===== src/sv/firis_pkg.sv =====
package firis_pkg;

    localparam int ACC_W     = 64;
    localparam int COEF_W    = 32;
    localparam int OUT_W     = 32;
    localparam int CIDX_W    = 6;
    localparam int TAPCNT_W  = 7;
    localparam int SCALE_W   = 31;
    localparam int CFG_IDX_W = 1;
    localparam int DIV_CNT_W = $clog2(ACC_W);

    localparam logic REQ_SAMPLE = 1'b0;
    localparam logic REQ_COEFF  = 1'b1;

    localparam logic [CFG_IDX_W-1:0] CFG_TAP_COUNT     = 1'b0;
    localparam logic [CFG_IDX_W-1:0] CFG_SCALE_DIVISOR = 1'b1;

    typedef enum logic [2:0] {
        ST_IDLE,
        ST_MAC,
        ST_DRAIN,
        ST_DIV,
        ST_OUT
    } state_t;

    typedef struct packed {
        logic accept_sample;
        logic accept_coeff;
        logic mac_issue;
        logic div_start;
        logic div_step;
        logic out_load;
    } cmd_t;

    typedef struct packed {
        logic last_tap;
        logic pipe_busy;
        logic out_free;
    } sts_t;

endpackage


===== src/sv/firis_ctrl.sv =====
module firis_ctrl (
    input  logic            aclk,
    input  logic            aresetn,
    input  logic            s_tvalid,
    input  logic            s_req_type,
    input  firis_pkg::sts_t sts,
    output logic            s_tready,
    output firis_pkg::cmd_t cmd
);

    localparam int DIV_CNT_W = firis_pkg::DIV_CNT_W;
    localparam int ACC_W     = firis_pkg::ACC_W;

    firis_pkg::state_t      state_reg, state_next;
    logic [DIV_CNT_W-1:0]   div_cnt_reg, div_cnt_next;

    always_ff @(posedge aclk) begin
        if (!aresetn) begin
            state_reg   <= firis_pkg::ST_IDLE;
            div_cnt_reg <= '0;
        end else begin
            state_reg   <= state_next;
            div_cnt_reg <= div_cnt_next;
        end
    end

    always_comb begin
        state_next   = state_reg;
        div_cnt_next = div_cnt_reg;
        s_tready     = 1'b0;
        cmd          = '0;
        unique case (state_reg)
            firis_pkg::ST_IDLE: begin
                s_tready = 1'b1;
                if (s_tvalid) begin
                    if (s_req_type == firis_pkg::REQ_COEFF) begin
                        cmd.accept_coeff = 1'b1;
                    end else begin
                        cmd.accept_sample = 1'b1;
                        state_next        = firis_pkg::ST_MAC;
                    end
                end
            end
            firis_pkg::ST_MAC: begin
                cmd.mac_issue = 1'b1;
                if (sts.last_tap) begin
                    state_next = firis_pkg::ST_DRAIN;
                end
            end
            firis_pkg::ST_DRAIN: begin
                if (!sts.pipe_busy) begin
                    cmd.div_start = 1'b1;
                    div_cnt_next  = '0;
                    state_next    = firis_pkg::ST_DIV;
                end
            end
            firis_pkg::ST_DIV: begin
                cmd.div_step = 1'b1;
                div_cnt_next = div_cnt_reg + 1'b1;
                if (div_cnt_reg == DIV_CNT_W'(ACC_W - 1)) begin
                    state_next = firis_pkg::ST_OUT;
                end
            end
            firis_pkg::ST_OUT: begin
                if (sts.out_free) begin
                    cmd.out_load = 1'b1;
                    state_next   = firis_pkg::ST_IDLE;
                end
            end
            default: begin
                state_next = firis_pkg::ST_IDLE;
            end
        endcase
    end

endmodule


===== config.mk =====
export PLATFORM = sky130hd
export DESIGN_NAME = firis_ctrl
export DESIGN_NICKNAME = d
export VERILOG_FILES = /design/src/sv/firis_pkg.sv /design/src/sv/firis_ctrl.sv
export SDC_FILE = /design/constraint.sdc
export NUM_CORES = 1
export LEC_CHECK = 0
export BUFFER_PORTS_ARGS = -buffer_cell sky130_fd_sc_hd__buf_2
export CORE_AREA = 2 2 39 41
export DETAILED_ROUTE_END_ITERATION = 10
export DIE_AREA = 0 0 41 43
export GPL_TIMING_DRIVEN = 0
export PLACE_DENSITY = 0.68
export SLEW_MARGIN = 20
export SYNTH_ARGS = -nofsm -noshare
export SYNTH_HDL_FRONTEND = slang
export SYNTH_SLANG_ARGS = --single-unit

===== constraint.sdc =====
create_clock -name aclk -period 1.7 [get_ports aclk]
set_clock_uncertainty 0.1 [all_clocks]
set_input_delay 0.34 -clock aclk [delete_from_list [all_inputs] [get_ports aclk]]
set_output_delay 0.34 -clock aclk [all_outputs]
set_load 0.005 [all_outputs]

; ---- Yosys cells after proc, flatten, opt, wreduce, memory -nomap -nowiden
; Index checks and enable logic that the tools add are counted.
[classes]
muxes = 20
div = 0
reduce_logical = 4
bitwise_logic = 0
n_eq_ne = 11
addsub = 1
shift = 0
order_cmp = 0
multipliers = 0
[op_table]
columns = cell, n
row1 = two-way mux 3 bit, 6
row2 = case mux 3 bit (5 select lines), 1
row3 = "!= test 2 bit, second input constant", 6
row4 = case mux 6 bit (2 select lines), 1
row5 = two-way mux 1 bit, 9
row6 = "adder 6 x 1 -> 6 bit, second input constant", 1
row7 = "equality test 3 x 2 -> 1 bit, second input constant", 2
row8 = "equality test 6 bit, second input constant", 1
row9 = two-way mux 6 bit, 1
row10 = AND reduction 6 bit, 1
row11 = two-way mux 2 bit, 2
row12 = "equality test 3 x 1 -> 1 bit, second input constant", 1
row13 = "equality test 3 bit, second input constant", 1
row14 = logical NOT 3 bit, 1
row15 = AND reduction 2 bit, 1
row16 = nonzero test 2 bit, 1
[totals]
mem_bits_ro = 0
latchBits = 0
mem_bits_rw = 0
register_bits = 9
output_inout_bits = 7
in_bits = 7
memories = 0

; ---- Longest topological paths before layout
[depth]
word_depth = 3
depth_mapped = 4
ltp_nobuf = 4

; ---- Worst setup path after synthesis
; Ideal clock, no wire load.
[synth_path]
path_type = register to output
start = register state_reg[2]
end = output port cmd[4] (netlist bit)
t_required_ps = 1260
path_slack_ps = 294
t_arrival_ps = 966
stages_incl_launch_ff = 4
cell_sequence = dfxtp_1 buf_6 nor3_1 and3_2
[synth_lines]
columns = item, line
row1 = "start, declared", firis_ctrl.sv:14  ; firis_pkg::state_t state_reg, state_next;
row2 = "start signal, assigned", firis_ctrl.sv:19  ; state_reg <= firis_pkg::ST_IDLE;
row3 = "start signal, assigned", firis_ctrl.sv:22  ; state_reg <= state_next;
row4 = "end, declared", firis_ctrl.sv:8  ; output firis_pkg::cmd_t cmd

==> metrics.md <==
| Metric | Value |
|---|---|
| Worst vdd ir | `0.461 mV` |
| Worst-skew pair later-pin latency | `0.27 ns` |
| Setup CP Type | `flop to primary output` |
| First-pass GRT wire length | `approximately 2100 µm` |
| Fin area | `727 µm²` |
| Max-slew violation count | `0` |
| Crit Reg-Reg Startpoint | `div_cnt_reg[0]` |
| Prevailing post-synth register cell | `dfxtp_1` |
| PD cells | `a little over 800 nW/µm²` |
| Setup WS pre-CTS | `0.229 ns` |
| Tightest Pin Transition | `0.350 ns` |
| Mux cell area share after synthesis | `7.01%` |
| Clock network power share | `30.0%` |
| Post-route ant nets | `0` |
| CP endpoint kind | `primary output` |
| Critical path data required time | `1.26 ns` |
| Initial core utilization | `42.6%` |
| Reg2reg path depth | `4` |
| Cells after Synth | `68` |
| CP Max Fanout | `10` |
| Post-synthesis average cell area | `8.67 µm²` |
| Max Root-Sink Buffers | `2` |
| Die Area | `1760 µm²` |
| Post-Synthesis Cell Area | `~590 µm²` |
| Area growth syn-to-layout | `23.4%` |
| Max-Cap Viols | `0` |
| Worst path slowest cell | `dfxtp_2` |
| RSZ-0062 raised after global routing | `yes` |
| Clock transition at path regs | `0.06 ns` |
| Fin util | `52.5%` |
| Seq/Total Area, Yosys | `30.6%` |
| Nets@finish | `94` |
| Internal power | `409 µW` |
| Startpoint types | `flop` |
| Largest net degree at the start of global routing | `11` |
| Static leakage | `around 0.33 nW` |
| Drt initial violations | `8` |
| Via count | `between 500 and 600` |
| Total wire length | `1340 µm` |
| Post-synthesis simple-gate area fraction | `roughly a third` |
| H-tree Lvls | `1` |
| CP Launch Point | `state_reg[1]` |
| Final setup fails | `0` |
| Most frequent cells in the layout | `13 x buf_2, 6 x nand2_1, 6 x dfxtp_1` |
| Clock sink count | `9` |
| Pwr Total | `between 500 and 600 µW` |
| Die height | `about 43 µm` |
| Critical path destination | `cmd[5]` |
| Sequential Power Share | `39.3%` |
| Ports | `14` |
| Synth Area in Adders | `under 10%` |
| FF+latch count, synth | `9` |
| Slew Limit Headroom | `76.7%` |
| DIE WIDTH | `between 40 and 50 µm` |
| Commonest non-fill, non-tap cell in the layout | `buf_2` |
| Status | `completed` |
| CTS Buf Count | `3` |
| Number of flops mapped to enable cells by yosys | `0` |
| Synth Area in XOR/XNOR | `0%` |
| GP Congestion | `0.789` |
| Drt first pass iters | `3` |
| Period utilization | `99.1%` |
| Switching share of total power | `a little under a third` |
| Vias in the first global route | `525` |
| Largest family of logic cells by synthesized area | `simple AND/OR/NAND/NOR gates` |
| Max reg flops | `6` |
| Cell variety after synth | `35` |
| Fmax | `just under 600 MHz` |
| Combinational group share of total power | `30.7%` |
| Final hold violations | `0` |
| Initial antenna violation count | `0` |
| Tot GR Track Use | `18.1%` |
| Non-Filler Instances | `approximately 100` |
| YS warnings | `0` |
| Post-route minimum period | `1.68 ns` |
| CP arrival | `1.24 ns` |
| Slowest stage delay, CP | `0.33 ns` |
| Syn Nets | `between 70 and 80` |
| Worst hold path class | `input pin to flop` |
| DR vias/cell | `~5.4` |
| Final worst slack | `0.0152 ns` |
| Crit-path cells | `buf_6 > nor3_4 > nand2_1 > nor2_1 > buf_2` |
| Routed wire length per instance | `13.3 µm` |
| Fillers | `152` |
| Cell Area, Placed | `approximately 670 µm²` |
| CORE AREA | `1380 µm²` |
| Critical path buffers and inverters | `2` |
| Diodes inserted | `0` |
| Placed cells | `96` |
| RR Endpoint | `state_reg[0]` |
| HPWL after DPL | `917 µm` |
| IO buf count | `12` |
| Psw | `180 µW` |
| Setup TNS | `0 ns` |
| Hold Slack | `~0.27 ns` |
| Ys async rst share | `0%` |
| Compound-Gate Fraction of Synth Area | `18.5%` |
| # rows | `14` |
| CTS tree | `done` |
| Number of remaining DRC errors | `0` |
| Gr ovfl total | `0` |
| CP delay by family, top | `simple AND/OR/NAND/NOR gates` |
| CTS root buf | `clkbuf_4` |
| WP depth | `5` |
| R2R setup slack | `0.23 ns` |
| Layout cells sized above 1 | `38.8%` |
-- power groups by stage --
stage	sequential (mW)	clock (mW)	combinational, mW
after floorplan	0.231	0	0.111
after global placement	0.234	0	0.151
after detailed placement	0.234	0	0.154
after CTS	0.229	0.179	0.165
after global routing	0.232	0.185	0.198
final	0.232	0.177	0.181
-- layer usage --
layer	routed length [µm]	GRT usage, %	part of all wire [%]	up-vias
li1	-	-	-	286
met1	621	22.9	46	246
met2	643	26.6	48	9
met3	32	1.57	2.4	6
met4	42	14.0	3.1	0
met5	0	0	0	-
-- Yosys cell counts, types with 2 or more instances --
cell type | number | share of area [%]
nor2_1 | 4 | 2.5
o22ai_1 | 2 | 2.1
dfxtp_1 | 9 | 31
buf_6 | 2 | 3.8
mux2i_1 | 3 | 5.1
nor3_1 | 3 | 2.5
nand2_1 | 6 | 3.8
nand2b_1 | 4 | 4.2
nor3b_1 | 3 | 3.8
a21oi_1 | 3 | 2.5
buf_4 | 2 | 2.5
inv_1 | 2 | 1.3
nand3_1 | 3 | 2.5
-- cell type report --
type | instances | area, µm² | share of cell area, %
tap | 16 | 20.0 | 2.75
timing repair buffer | 13 | 67.6 | 9.29
multi-input combinational | 51 | 372 | 51.1
buffer | 6 | 50.0 | 6.88
clock buffer | 4 | 26.3 | 3.61
sequential | 9 | 184 | 25.3
inverter | 2 | 7.51 | 1.03
-- worst min-delay path: cells and delay by family --
kind / cells / cell delay, ns
compound gates: 1 / 0.06
buf+inv: 1 / 0.09
simple gates: 1 / 0.11
-- worst min path at each step --
stage,to,depth (start not counted),startpoint,slack (ns)
3_5_place_dp,div_cnt_reg[1],2,div_cnt_reg[1],0.41
3_3_place_gp,div_cnt_reg[1],2,div_cnt_reg[1],0.40
6_report,state_reg[0],3,sts[2],0.27
2_1_floorplan,div_cnt_reg[3],2,div_cnt_reg[3],0.38
5_1_grt,state_reg[0],3,sts[2],0.29
4_1_cts,state_reg[0],3,sts[2],0.27
-- cells by family after synthesis --
kind of cell | count (synthesis)
simple gates | 32
compound gates | 14
flops | 9
buf+inv | 8
mux | 4
fa+ha+maj | 1
-- repair_timing --
item / 4_1_cts / 5_1_grt
resized for setup: 2 / 5
hold buffers: 0 / 0
pin swaps: 0 / 1
endpoints found under the setup margin: 2 / 4
setup buffers: 0 / 1
(Power assumes the default switching activity.)
